## src/rtl/core/asc_pkg.sv

```systemverilog
// Shared types, codes and helpers for the alarm snooze controller.
package asc_pkg;

    localparam logic [9:0]  LED_FULL       = 10'h3FF;
    localparam logic [1:0]  PREDELAY_TICKS = 2'd3;
    localparam int          CFG_IDX_W      = 3;
    localparam int          CFG_DATA_W     = 8;

    typedef enum logic [2:0] {
        PH_OFF     = 3'd0,
        PH_INIT    = 3'd1,
        PH_ON      = 3'd2,
        PH_SNOOZE  = 3'd3,
        PH_DISABLE = 3'd4,
        PH_WAIT    = 3'd5
    } phase_t;

    typedef enum logic [1:0] {
        REQ_POLL     = 2'd0,
        REQ_TICK     = 2'd1,
        REQ_DISABLE  = 2'd2,
        REQ_INIT_DONE = 2'd3
    } req_t;

    typedef enum logic [CFG_IDX_W-1:0] {
        CFG_ALARM_ENABLE   = 3'd0,
        CFG_ALARM_HOUR     = 3'd1,
        CFG_ALARM_MINUTE   = 3'd2,
        CFG_RING_TRIES     = 3'd3,
        CFG_RING_MINUTES   = 3'd4,
        CFG_SNOOZE_MINUTES = 3'd5
    } cfg_idx_t;

    typedef struct packed {
        logic       alarm_enable;
        logic [4:0] alarm_hour;
        logic [5:0] alarm_minute;
        logic [7:0] ring_tries;
        logic [7:0] ring_minutes;
        logic [7:0] snooze_minutes;
    } cfg_t;

    typedef struct packed {
        phase_t      phase;
        logic [13:0] ring_timer;
        logic [13:0] snooze_timer;
        logic [7:0]  tries_left;
        logic [1:0]  predelay_count;
        logic [7:0]  chosen_sound;
        logic [9:0]  led_duty;
    } ctx_t;

    typedef struct packed {
        logic       sound_busy;
        logic [7:0] random_sound;
        logic [7:0] wanted_sound;
        logic [5:0] now_minute;
        logic [4:0] now_hour;
        req_t       req_type;
    } item_t;

    typedef struct packed {
        logic [9:0] led_level;
        logic       force_bright;
        logic       stop_sound;
        logic       announce_time;
        logic [7:0] sound_index;
        logic       start_sound;
        phase_t     alarm_state;
    } res_t;

    // minutes to seconds: x*60 = x*64 - x*4
    function automatic logic [13:0] min_to_sec(input logic [7:0] mins);
        logic [13:0] wide;
        wide = {6'd0, mins};
        return (wide << 6) - (wide << 2);
    endfunction

endpackage

```

## src/rtl/core/asc_step.sv

```systemverilog
// Next-state and result logic for one event transaction.
module asc_step
    import asc_pkg::*;
(
    input  cfg_t  cfg,
    input  ctx_t  cur,
    input  item_t item,
    output ctx_t  nxt,
    output res_t  res
);

    logic time_match;
    logic snooze_on;

    assign time_match = (cfg.alarm_hour == item.now_hour) &&
                        (cfg.alarm_minute == item.now_minute);
    assign snooze_on  = (cfg.snooze_minutes != 8'd0);

    always_comb
    begin
        nxt = cur;
        res = '0;

        case (item.req_type)
            REQ_POLL:
            begin
                // alarm fire / forced disable before the phase update
                if (cfg.alarm_enable)
                begin
                    if (time_match && (cur.phase == PH_OFF))
                    begin
                        nxt.phase          = PH_INIT;
                        nxt.predelay_count = PREDELAY_TICKS;
                    end
                end
                else if (cur.phase != PH_OFF)
                begin
                    nxt.phase = PH_DISABLE;
                end

                unique case (nxt.phase)
                    PH_INIT:
                    begin
                        if (nxt.predelay_count == 2'd0)
                        begin
                            nxt.tries_left   = (cfg.ring_tries != 8'd0) ? cfg.ring_tries : 8'd1;
                            nxt.ring_timer   = min_to_sec(cfg.ring_minutes);
                            nxt.phase        = PH_ON;
                            nxt.chosen_sound = (item.wanted_sound == 8'd0) ?
                                               item.random_sound : item.wanted_sound - 8'd1;
                            res.announce_time = 1'b1;
                        end
                    end
                    PH_ON:
                    begin
                        if (cur.ring_timer != 14'd0)
                        begin
                            res.start_sound  = ~item.sound_busy;
                            res.force_bright = 1'b1;
                        end
                        else if (snooze_on && (cur.tries_left > 8'd1))
                        begin
                            nxt.tries_left   = cur.tries_left - 8'd1;
                            res.stop_sound   = 1'b1;
                            nxt.snooze_timer = min_to_sec(cfg.snooze_minutes);
                            nxt.phase        = PH_SNOOZE;
                        end
                        else
                        begin
                            if (snooze_on && (cur.tries_left != 8'd0))
                                nxt.tries_left = cur.tries_left - 8'd1;
                            nxt.phase = PH_DISABLE;
                        end
                    end
                    PH_SNOOZE:
                    begin
                        if (cur.snooze_timer == 14'd0)
                        begin
                            nxt.ring_timer    = min_to_sec(cfg.ring_minutes);
                            nxt.phase         = PH_ON;
                            res.announce_time = 1'b1;
                        end
                    end
                    PH_DISABLE:
                    begin
                        res.stop_sound = 1'b1;
                        nxt.phase      = PH_WAIT;
                    end
                    PH_WAIT:
                    begin
                        if (!cfg.alarm_enable || !time_match)
                            nxt.phase = PH_OFF;
                    end
                    default:
                    begin
                    end
                endcase

                // LED: full while ringing or in predelay, else fade one step
                if ((nxt.phase == PH_ON) || (nxt.phase == PH_INIT))
                    nxt.led_duty = LED_FULL;
                else if (cur.led_duty != 10'd0)
                    nxt.led_duty = cur.led_duty - 10'd1;
            end
            REQ_TICK:
            begin
                if (cur.phase == PH_INIT)
                begin
                    if (cur.predelay_count != 2'd0)
                        nxt.predelay_count = cur.predelay_count - 2'd1;
                end
                else if (cur.phase == PH_ON)
                begin
                    if (cur.ring_timer != 14'd0)
                        nxt.ring_timer = cur.ring_timer - 14'd1;
                end
                else if (cur.phase == PH_SNOOZE)
                begin
                    if (cur.snooze_timer != 14'd0)
                        nxt.snooze_timer = cur.snooze_timer - 14'd1;
                end
            end
            REQ_DISABLE:
            begin
                if ((cur.phase == PH_ON) && snooze_on)
                    nxt.ring_timer = 14'd0;
                else
                    nxt.phase = PH_DISABLE;
            end
            default:
            begin
                nxt.predelay_count = 2'd0;
            end
        endcase

        res.alarm_state = nxt.phase;
        res.sound_index = nxt.chosen_sound;
        res.led_level   = nxt.led_duty;
    end

endmodule

```

## src/rtl/core/alarm_snooze_controller_core.sv

```systemverilog
// Alarm snooze controller top level: config registers, input/result stages, context.
// Throughput: one event per cycle unless the output stalls; the event logic is one short
//   pass of compares, decrements and a shift-subtract minutes-to-seconds scale between two
//   registers: the input register, then the result register, which holds until taken.
// Reset (rst_n low, async): both stages empty, phase off, timers, tries, sound and
//   LED cleared; config returns to disabled, 00:00, 3 tries, 5 ring and 5 snooze minutes.
module alarm_snooze_controller_core
    import asc_pkg::*;
(
    input  logic                  clk,
    input  logic                  rst_n,

    // event stream in
    input  logic                  s_tvalid,
    output logic                  s_tready,
    // [4:0] now_hour, [10:5] now_minute, [18:11] wanted_sound,
    // [26:19] random_sound, [27] sound_busy, [31:28] zero
    input  logic [31:0]           s_tdata,
    // [1:0] req_type
    input  logic [1:0]            s_tuser,

    // result stream out
    output logic                  m_tvalid,
    input  logic                  m_tready,
    // [2:0] alarm_state, [3] start_sound, [11:4] sound_index, [12] announce_time,
    // [13] stop_sound, [14] force_bright, [24:15] led_level, [31:25] zero
    output logic [31:0]           m_tdata,

    // config write channel
    input  logic                  cfg_valid,
    output logic                  cfg_ready,
    input  logic [CFG_IDX_W-1:0]  cfg_index,
    input  logic [CFG_DATA_W-1:0] cfg_data
);

    cfg_t  cfg_reg;
    ctx_t  ctx_reg;
    ctx_t  ctx_next;
    item_t in_item_reg;
    logic  in_valid_reg;
    res_t  out_res_reg;
    res_t  res_next;
    logic  out_valid_reg;

    logic  s_accept;
    logic  advance;     // result register can load this cycle
    logic  process;     // input-stage transaction moves to result stage

    // config writes land directly in the registers, so the channel never stalls
    assign cfg_ready = 1'b1;

    assign advance  = !out_valid_reg || m_tready;
    assign process  = advance && in_valid_reg;
    assign s_tready = !in_valid_reg || advance;
    assign s_accept = s_tvalid && s_tready;

    always_ff @(posedge clk or negedge rst_n)
    begin
        if (!rst_n)
        begin
            cfg_reg.alarm_enable   <= 1'b0;
            cfg_reg.alarm_hour     <= 5'd0;
            cfg_reg.alarm_minute   <= 6'd0;
            cfg_reg.ring_tries     <= 8'd3;
            cfg_reg.ring_minutes   <= 8'd5;
            cfg_reg.snooze_minutes <= 8'd5;
        end
        else if (cfg_valid && cfg_ready)
        begin
            unique case (cfg_idx_t'(cfg_index))
                CFG_ALARM_ENABLE:   cfg_reg.alarm_enable   <= cfg_data[0];
                CFG_ALARM_HOUR:     cfg_reg.alarm_hour     <= cfg_data[4:0];
                CFG_ALARM_MINUTE:   cfg_reg.alarm_minute   <= cfg_data[5:0];
                CFG_RING_TRIES:     cfg_reg.ring_tries     <= cfg_data;
                CFG_RING_MINUTES:   cfg_reg.ring_minutes   <= cfg_data;
                CFG_SNOOZE_MINUTES: cfg_reg.snooze_minutes <= cfg_data;
                default:            ;  // unmapped index: write dropped
            endcase
        end
    end

    // input stage
    always_ff @(posedge clk or negedge rst_n)
    begin
        if (!rst_n)
            in_valid_reg <= 1'b0;
        else if (s_accept)
            in_valid_reg <= 1'b1;
        else if (advance)
            in_valid_reg <= 1'b0;
    end

    always_ff @(posedge clk)
    begin
        if (s_accept)
        begin
            in_item_reg.req_type     <= req_t'(s_tuser);
            in_item_reg.now_hour     <= s_tdata[4:0];
            in_item_reg.now_minute   <= s_tdata[10:5];
            in_item_reg.wanted_sound <= s_tdata[18:11];
            in_item_reg.random_sound <= s_tdata[26:19];
            in_item_reg.sound_busy   <= s_tdata[27];
        end
    end

    asc_step u_step
    (
        .cfg  (cfg_reg),
        .cur  (ctx_reg),
        .item (in_item_reg),
        .nxt  (ctx_next),
        .res  (res_next)
    );

    // context commits only when the transaction leaves the input stage
    always_ff @(posedge clk or negedge rst_n)
    begin
        if (!rst_n)
        begin
            ctx_reg.phase          <= PH_OFF;
            ctx_reg.ring_timer     <= 14'd0;
            ctx_reg.snooze_timer   <= 14'd0;
            ctx_reg.tries_left     <= 8'd0;
            ctx_reg.predelay_count <= 2'd0;
            ctx_reg.chosen_sound   <= 8'd0;
            ctx_reg.led_duty       <= 10'd0;
        end
        else if (process)
        begin
            ctx_reg <= ctx_next;
        end
    end

    // result stage
    always_ff @(posedge clk or negedge rst_n)
    begin
        if (!rst_n)
            out_valid_reg <= 1'b0;
        else if (advance)
            out_valid_reg <= in_valid_reg;
    end

    always_ff @(posedge clk)
    begin
        if (process)
            out_res_reg <= res_next;
    end

    assign m_tvalid = out_valid_reg;
    assign m_tdata  = {7'd0, out_res_reg};

    // ---------------------------------------------------------------
    // checks
    // ---------------------------------------------------------------

    // LED must be at full whenever the reported phase is ringing or predelay
    a_led_full: assert property (@(posedge clk) disable iff (!rst_n)
        m_tvalid && ((out_res_reg.alarm_state == PH_ON) ||
                     (out_res_reg.alarm_state == PH_INIT))
        |-> (out_res_reg.led_level == LED_FULL))
        else $error("LED not full while ringing or in predelay");

    // sound start, time announce and bright display only come out in the ringing phase
    a_ring_only: assert property (@(posedge clk) disable iff (!rst_n)
        m_tvalid && (out_res_reg.start_sound || out_res_reg.announce_time ||
                     out_res_reg.force_bright)
        |-> (out_res_reg.alarm_state == PH_ON))
        else $error("ring command outside ringing phase");

    // a draining output must never back-pressure the input
    a_no_bubble: assert property (@(posedge clk) disable iff (!rst_n)
        m_tready |-> s_tready)
        else $error("input stalled while output drains");

    // a result transaction waits in place until taken
    a_hold: assert property (@(posedge clk) disable iff (!rst_n)
        m_tvalid && !m_tready |=> m_tvalid && $stable(m_tdata))
        else $error("result changed while stalled");

endmodule
```

## config.mk

```make
export PLATFORM = sky130hd
export DESIGN_NAME = alarm_snooze_controller_core
export DESIGN_NICKNAME = d
export VERILOG_FILES = /design/src/rtl/core/asc_pkg.sv /design/src/rtl/core/asc_step.sv /design/src/rtl/core/alarm_snooze_controller_core.sv
export SDC_FILE = /design/constraint.sdc
export NUM_CORES = 1
export LEC_CHECK = 0
export ABC_AREA = 1
export BUFFER_PORTS_ARGS = -buffer_cell sky130_fd_sc_hd__buf_2
export CORE_ASPECT_RATIO = 1.75
export CORE_MARGIN = 2
export CORE_UTILIZATION = 61
export DETAILED_ROUTE_END_ITERATION = 10
export GPL_ROUTABILITY_DRIVEN = 0
export GPL_TIMING_DRIVEN = 0
export PLACE_DENSITY = 0.77
export REMOVE_ABC_BUFFERS = 1
export SLEW_MARGIN = 20
export SYNTH_ARGS = -nofsm -noshare
export SYNTH_HDL_FRONTEND = slang
export SYNTH_HIERARCHICAL = 1
export SYNTH_SLANG_ARGS = --single-unit
```

## constraint.sdc

```tcl
create_clock -name clk -period 2.65 [get_ports clk]
set_input_delay 0.6625 -clock clk [delete_from_list [all_inputs] [get_ports clk]]
set_output_delay 0.6625 -clock clk [all_outputs]
set_load 0.05 [all_outputs]
```

==> results.cfg, run 1 <==
[synth]
syn_area_um2 = 9820
yosys_most_used_dff = dfrtp_1
async_flop_share_pct = 63.8
syn_inst = 1299
ys_seq_area_share_pct = 41.6
syn_avg_cell_area_um2 = 7.56
synth_cell_type_count = 61
yosysWarnings = 6
synth_edf_count = 55
synth-seq-cells = 152

[timing]
slew_headroom_pct = 42.0
tightestPinTransition_ns = 0.866
setup_ws_ns = 0.138
finalCritPeriodShare_pct = 94.8
report.final.slew_viol_count = 0
setup_violations = 0
setup_tns_ns = 0
layout_min_cycle_time_ns = 2.51
hold_violations = 0
fmax_mhz = 398
skew_ns = 0.0131

[setup_path]
max_stage_delay_ns = 0.93
rrSetupSlack_ns = 0.15
r2r-end = ctx_reg[3]$_DFFE_PN0P_
path_buf_inv = 1
timing.rr.start = ctx_reg[52]$_DFFE_PN0P_
cpMaxStageDelayCell = dfrtp_4
crit_type = register to primary output
endpoint_kind = primary output
startpoint = in_valid_reg$_DFFE_PN0P_
arrival_ns = 1.85
cp_top_family = flip-flops
path_cells = nand3_1 > buf_2
cp-start-kind = register
crit_required_ns = 1.99
crit_fanout = 61
r2r_cells = 17

[cts]
h-tree-depth = 4
clk_pin_slew_ns = 0.07
cts.sinks = 152
cts_buffer_depth = 2
root_buffer = clkbuf_16
clock_latency_ns = 0.43
cts_buffers = 17
cts_tree = yes

[global_routing]
antenna_found_initial = 0
grt_overflow_total = 0
track_usage_pct = 29.9
grt_pass1_vias = 8687
grt_max_degree = 62
grt_pass1_wl_um = 40500

[drt]
ant_nets = 0
post_drt_wl_per_cell_um = 16.3
drc = 0
wl_met2_um = 13300
vias = 8955
dr.pass1.iters = 8
drt-met1-wl_um = 8980
drt-vias-per-instance = 5.80
wirelength_um = 25100
drtIter0Drc = 548
wl_met3_um = 1410
top_layer = met4

[layout]
num_antenna_cells = 0
finish.instance_area_um2 = 10900
multiInputGateArea_um2 = 4900
final_cell_mix = 400 x nand2_1, 134 x nand3_1, 130 x inv_1, 90 x nor2_1, 90 x dfrtp_1
final_common_cell = nand2_1
largest_reg_flops = 59
syn2layout_area_growth_pct = 10.6
fill_cells = 1338
final_nets = 1409
seqCellArea_um2 = 4090
drive_above_1_share_pct = 15.4

[floorplan]
fp-row-count = 61
initial_utilization_pct = 62.2
core_um2 = 15800
dieArea_um2 = 17200
die-height_um = 172
fp.dieW_um = 99.9
io_pins = 85

[worst_hold_path]
hold_class = primary input to async pin

[pwr]
p_per_area_nw_per_um2 = 1040
total_power_mw = 11.3
leakage_nw = 5.44
worst_ir_drop_vdd_mv = 0.637

[placement]
pre_cts_slack_ns = -0.753
dpl_cell_area_um2 = 10100
numPortBuffers = 72
post-dp-hpwl_um = 17500

[run]
drv_cap = 0

[run_status]
status = finished, final reports clean
## power by group
group	internal [mW]	switching, mW	total (mW)	leakage [nW]
combinational	1.56	3.38	4.94	3.33
sequential	3.09	0.670	3.76	1.80
clock	1.49	1.11	2.60	0.308
## how the worst max path moves through the flow
stage | slack [ns] | cells after the start | endpoint
floorplan | -1.42 | 4 | m_tdata[0]$_DFFE_PP_
global placement | -3.83 | 5 | m_tdata[11]$_DFFE_PP_
detailed placement | -0.75 | 5 | m_tdata[11]$_DFFE_PP_
CTS | 0.01 | 7 | ctx_reg[14]$_DFFE_PN0P_
global route | -0.003 | 17 | ctx_reg[1]$_DFFE_PN0P_
finish | 0.14 | 2 | s_tready
## per-stage QoR
step	hold slack, ns	utilization, %	instances
floorplan	0.367	-	1242
global route	0.162	68.8	1543
CTS	0.148	68.3	1537
finish	0.135	68.8	1543
global placement	0.455	63.7	1503
detailed placement	0.463	64.1	1504
## cells in the mapped netlist, types with 15 or more instances
library cell	n	area [µm²]
buf_2	15	75.1
inv_1	132	495
clkbuf_1	17	63.8
edfxtp_1	55	1650
ha_1	18	225
buf_4	30	225
o211ai_1	20	150
nor2_1	95	357
o21ai_0	56	280
dfrtp_1	91	2280
nor3_1	16	80.1
xnor2_1	15	131
xor2_1	16	140
nand3_1	136	681
a21oi_1	34	170
nand2_1	405	1520
nand4_1	17	106
## cell families (layout without fill, tap and decap cells)
logic type | count (synthesis) | count (layout) | share of synthesized area (%)
adders and majority gates | 18 | 18 | 2.29
muxes | 3 | 3 | 0.318
xor gates and xnor gates | 31 | 31 | 2.76
other | 2 | 8 | 0.0764
AOI/OAI and AO/OA | 147 | 147 | 8.86
DFF | 152 | 152 | 41.6
and+or+nand+nor | 735 | 736 | 34.5
buffers and inverters | 211 | 259 | 9.55
## cell type report
cell class | instances | share of cell area [%]
Clock buffer | 18 | 4.14
Clock inverter | 14 | 1.66
Inverter | 148 | 5.24
Multi-Input combinational cell | 943 | 45.1
Sequential cell | 152 | 37.6
Tap cell | 189 | 2.18
Timing Repair Buffer | 78 | 3.97
Timing Repair inverter | 1 | 0.0691
## repair_timing
item | CTS | global route
hold buffers | 0 | 0
endpoints found under the setup margin | 90 | 81
resized for setup | 7 | 12
gates cloned | 0 | 2
setup buffers | 1 | 4
pin swaps | 1 | 4
## routing by layer
metal	up-vias	track usage [%]
met5	-	0
met4	0	17.9
met3	101	4.69
met2	369	56.3
met1	4182	30.6
li1	4303	-
Note: power is estimated with default switching activity, not from simulation.
==> run 2: changes to the inputs <==
CORE_UTILIZATION = 63   (was 61)
CTS_BUF_LIST = sky130_fd_sc_hd__clkbuf_4   (was default)
PLACE_DENSITY = 0.8   (was 0.77)
==> run 2 against run 1 <==
Register-to-register slack got worse by 0.03 ns; fmax decreased by 0.58%; largest power group unchanged; design area decreased by 2.6%; core utilization increased by 0.33 points; combinational power increased by 1%; critical path depth increased by 1; highest routed layer unchanged; sequential power about the same; flip-flop and latch count unchanged; wire length decreased by 0.96%; via count decreased by 0.39%; largest cell class unchanged; non-clock buffer count increased by 4.
==> results.cfg, run 2 (synthesis gave the netlist of run 1 again) <==
[cts]
cts_buffer_depth = 2
cts_buffers = 17
h-tree-depth = 4
cts.sinks = 152
clk_pin_slew_ns = 0.16
root_buffer = clkbuf_4
cts_tree = yes
clock_latency_ns = 0.58

[placement]
dp_cells = 1501
dpl_cell_area_um2 = 10100
post-dp-hpwl_um = 17300
pre_cts_slack_ns = -0.724
numPortBuffers = 72

[global_routing]
grt_max_degree = 64
grt_pass1_wl_um = 40000
grt_overflow_total = 0
grt_pass1_vias = 8642
antenna_found_initial = 1
track_usage_pct = 30.1

[setup_path]
arrival_ns = 2.67
crit_required_ns = 2.79
path_cells = nand2_4 > nand2_8 > clkinvlp_4
crit_fanout = 61
endpoint_kind = register
max_stage_delay_ns = 0.63
cp-start-kind = register
crit_type = register to register
cpMaxStageDelayCell = clkinvlp_4

[timing]
setup_ws_ns = 0.124
slew_headroom_pct = 49.5
tightestPinTransition_ns = 0.758
report.final.slew_viol_count = 0
hold_violations = 0
layout_min_cycle_time_ns = 2.53
skew_ns = 0.0280
finalCritPeriodShare_pct = 95.3
setup_violations = 0
fmax_mhz = 396

[pwr]
worst_ir_drop_vdd_mv = 0.558
total_power_mw = 10.3
p_per_area_nw_per_um2 = 976
leakage_nw = 5.32

[layout]
syn2layout_area_growth_pct = 7.77
final_cell_mix = 402 x nand2_1, 134 x nand3_1, 130 x inv_1, 90 x nor2_1, 90 x dfrtp_1
largest_reg_flops = 59
fin_cells = 1544
final_common_cell = nand2_1
drive_above_1_share_pct = 15.3
finish.instance_area_um2 = 10600
final_nets = 1412
utilization_pct = 69.1

[drt]
drt-vias-per-instance = 5.78
wirelength_um = 24900
post_drt_wl_per_cell_um = 16.1
ant_nets = 0
drc = 0
drtIter0Drc = 712
vias = 8920
dr.pass1.iters = 6

[floorplan]
dieArea_um2 = 16600
initial_utilization_pct = 64.2
core_um2 = 15300
io_pins = 85
die-height_um = 169
fp-row-count = 60
fp.dieW_um = 98.4

[run]
drv_cap = 0

[run_status]
status = finished, final reports clean

[worst_hold_path]
hold_class = primary input to register
run 2: final timing paths:
path | start | endpoint | slack [ns] | depth (start not counted)
worst min-delay path | s_tdata[22] | in_item_reg[24]$_DFFE_PP_ | 0.24 | 1
worst max-delay path | m_tvalid$_DFFE_PN0P_ | m_tdata[11]$_DFFE_PP_ | 0.12 | 3
worst max register to register | m_tvalid$_DFFE_PN0P_ | m_tdata[11]$_DFFE_PP_ | 0.12 | 3
min in group asynchronous | rst_n | ctx_reg[49]$_DFFE_PN0P_ | 0.52 | 2
max in group asynchronous | rst_n | in_valid_reg$_DFFE_PN0P_ | 1.42 | 3
worst min register to register | ctx_reg[30]$_DFFE_PN0P_ | ctx_reg[30]$_DFFE_PN0P_ | 0.49 | 2
run 2: worst max-delay path, delay by kind of cell (launching register included):
family	cells	cell delay, ns
and+or+nand+nor	2	0.98
DFF	1	0.44
buffers and inverters	1	0.63
run 2: area by class of cell:
| type | instances | area (µm²) |
|---|---|---|
| multi-input cells | 943 | 4910 |
| fillers | 1306 | 4730 |
| flip-flops and latches | 152 | 4090 |
| inverters | 148 | 569 |
| repair buffers | 82 | 477 |
| well taps | 186 | 233 |
| clock inverters | 15 | 180 |
| clock buffers | 17 | 128 |
| diodes | 1 | 2.50 |
run 2: through the flow:
stage	TNS, ns	hold slack (ns)
5_1_grt	-0.0174	0.186
3_3_place_gp	-279.86	0.454
2_1_floorplan	-74.94	0.367
6_report	0	0.243
3_5_place_dp	-30.47	0.460
4_1_cts	0	0.208
run 2: power by group:
group          internal, mW  switching (mW)
sequential             3.08           0.664
combinational          1.61            3.39
clock                 0.607           0.990
total                  5.29            5.04
run 2: routing by layer:
layer | routed length [µm] | track usage (%)
met4 | 1780 | 20.1
met3 | 1260 | 5.15
met2 | 12900 | 54.3
met1 | 8990 | 31.5
met5 | 0 | 0
run 2: what timing repair did:
item	in CTS	in global routing
pin swaps	2	3
cloned	0	1
endpoints found under the setup margin	92	49
endpoints found under the hold margin	29	0
gates resized for setup	7	10
hold buffers	1	0
buffers inserted	2	6
==> run 3: changes to the inputs <==
CORE_MARGIN = 1.5   (was 2)
PLACE_DENSITY = 0.86   (was 0.8)
==> run 3 against run 2 <==
Count of clock-buffer cells in the layout unchanged; largest power group unchanged; critical path depth up 14; critical path type unchanged; largest cell class unchanged; flip-flop and latch count unchanged; setup slack worse by 0.012 ns; sequential power about the same.
==> results.cfg, run 3 (synthesis gave the netlist of run 1 again) <==
[layout]
final_nets = 1419
fill_cells = 1262
largest_reg_flops = 59
final_common_cell = nand2_1
final_cell_mix = 402 x nand2_1, 135 x nand3_1, 130 x inv_1, 91 x nor2_1, 90 x dfrtp_1
utilization_pct = 69.6
syn2layout_area_growth_pct = 8.44
multiInputGateArea_um2 = 4900
seqCellArea_um2 = 4090
drive_above_1_share_pct = 15.7

[drt]
post_drt_wl_per_cell_um = 16.5
drt-vias-per-instance = 5.97
drc = 0
drtIter0Drc = 904
vias = 9263
dr.pass1.iters = 7
ant_nets = 0
wirelength_um = 25500

[setup_path]
path_common_cell = nand2_1
crit_type = register to register
cp_num_cells = 17
r2r-end = ctx_reg[8]$_DFFE_PN0P_
cp-start-kind = register
endpoint = ctx_reg[8]$_DFFE_PN0P_
rrSetupSlack_ns = 0.11
timing.rr.start = cfg_reg[1]$_DFFE_PN0P_
path_cells = inv_1 > ha_1 > nand3_1 > nor2_2 > inv_1 > o21ai_2 > nor2_1 > nand2_2 > inv_4 > nor2_1 > nand2_1 > nand2_1 > nand2_2 > nand3_4 > nand2_1 > nand3_1 > nand2_1
path_buf_inv = 3
endpoint_kind = register
crit_fanout = 10
cp_top_family = simple AND/OR/NAND/NOR gates
max_stage_delay_ns = 0.44
startpoint = cfg_reg[1]$_DFFE_PN0P_
r2r_cells = 17
crit_required_ns = 3.11
cpMaxStageDelayCell = dfrtp_1
arrival_ns = 3.00

[cts]
clock_latency_ns = 0.59
cts_buffers = 17
cts_buffer_depth = 2
h-tree-depth = 4
cts_tree = yes
root_buffer = clkbuf_4
cts.sinks = 152
clk_pin_slew_ns = 0.19

[timing]
skew_ns = 0.0460
finalCritPeriodShare_pct = 95.8
fmax_mhz = 394
hold_violations = 0
setup_violations = 0
layout_min_cycle_time_ns = 2.54
tightestPinTransition_ns = 0.795
slew_headroom_pct = 46.8
hold_ws_ns = 0.227
report.final.slew_viol_count = 0

[global_routing]
grt_max_degree = 62
grt_pass1_vias = 8785
antenna_found_initial = 1
grt_overflow_total = 0
grt_pass1_wl_um = 40600
track_usage_pct = 30.8

[floorplan]
initial_utilization_pct = 64.2
core_um2 = 15300
fp.dieW_um = 97.4
fp-row-count = 60
io_pins = 85
die-height_um = 168
dieArea_um2 = 16400

[placement]
post-dp-hpwl_um = 17500
numPortBuffers = 72

[run_status]
status = finished, final reports clean

[pwr]
worst_ir_drop_vdd_mv = 0.497
p_per_area_nw_per_um2 = 970
leakage_nw = 5.34

[run]
drv_cap = 0

[worst_hold_path]
hold_class = primary input to register
==> run 3: changes by cell type in the layout (fill, tap and decap cells not counted), sizes merged <==
cell	change
buf	+6
bufinv	-2
clkinv	+5
clkinvlp	+3
inv	-5
==> run 3: how the worst min path moves through the flow <==
| stage | cells past startpoint | to | start |
|---|---|---|---|
| 3_5_place_dp | 2 | ctx_reg[30]$_DFFE_PN0P_ | ctx_reg[30]$_DFFE_PN0P_ |
| 6_report | 1 | in_item_reg[22]$_DFFE_PP_ | s_tdata[20] |
| 3_3_place_gp | 2 | ctx_reg[13]$_DFFE_PN0P_ | ctx_reg[13]$_DFFE_PN0P_ |
| 5_1_grt | 1 | in_item_reg[22]$_DFFE_PP_ | s_tdata[20] |
| 4_1_cts | 1 | in_item_reg[22]$_DFFE_PP_ | s_tdata[20] |
| 2_1_floorplan | 0 | cfg_reg[11]$_DFFE_PN0P_ | rst_n |
==> run 3: final cells by class <==
| cell class | instances | share of cell area [%] |
|---|---|---|
| clock buffer | 17 | 1.20 |
| clock inverter | 15 | 1.79 |
| multi-input combinational | 943 | 46.0 |
| inverter | 148 | 5.38 |
| sequential | 152 | 38.4 |
| timing repair inverter | 1 | 0.0705 |
| tap | 186 | 2.18 |
| antenna | 1 | 0.0235 |
| timing repair buffer | 88 | 5.01 |
==> run 3: repair_timing <==
item	CTS	global route
cloned	0	2
hold buffers	1	0
pin swaps	2	4
endpoints found under the setup margin	61	109
gates resized for setup	6	10
hold endpoints to repair	12	0
setup buffers	2	12
==> run 3: layer usage <==
metal	vias up	wire, µm	track usage (%)	part of all wire, %
met3	143	1760	4.65	6.9
li1	4331	-	-	-
met2	499	13200	56.2	52
met1	4290	8810	32.3	35
met5	-	0	0	0
met4	0	1760	20.2	6.9
==> run 3: through the flow <==
stage	cells	total power [mW]	setup TNS (ns)	worst slack (ns)	instance area (µm²)
after floorplan	1242	7.29	-74.94	-1.42	9470
after global placement	1500	8.33	-274.81	-3.75	10100
after detailed placement	1501	8.49	-21.31	-0.715	10100
after CTS	1536	10.1	0	0.00689	10500
after global routing	1551	11.0	-0.105	-0.0533	10700
final	1551	10.3	0	0.111	10700
==> run 3: where the power goes <==
part	internal (mW)	leakage (nW)	switching [mW]	total [mW]
combinational	1.63	3.38	3.45	5.08
clock	0.455	0.162	1.08	1.53
sequential	3.08	1.80	0.639	3.72
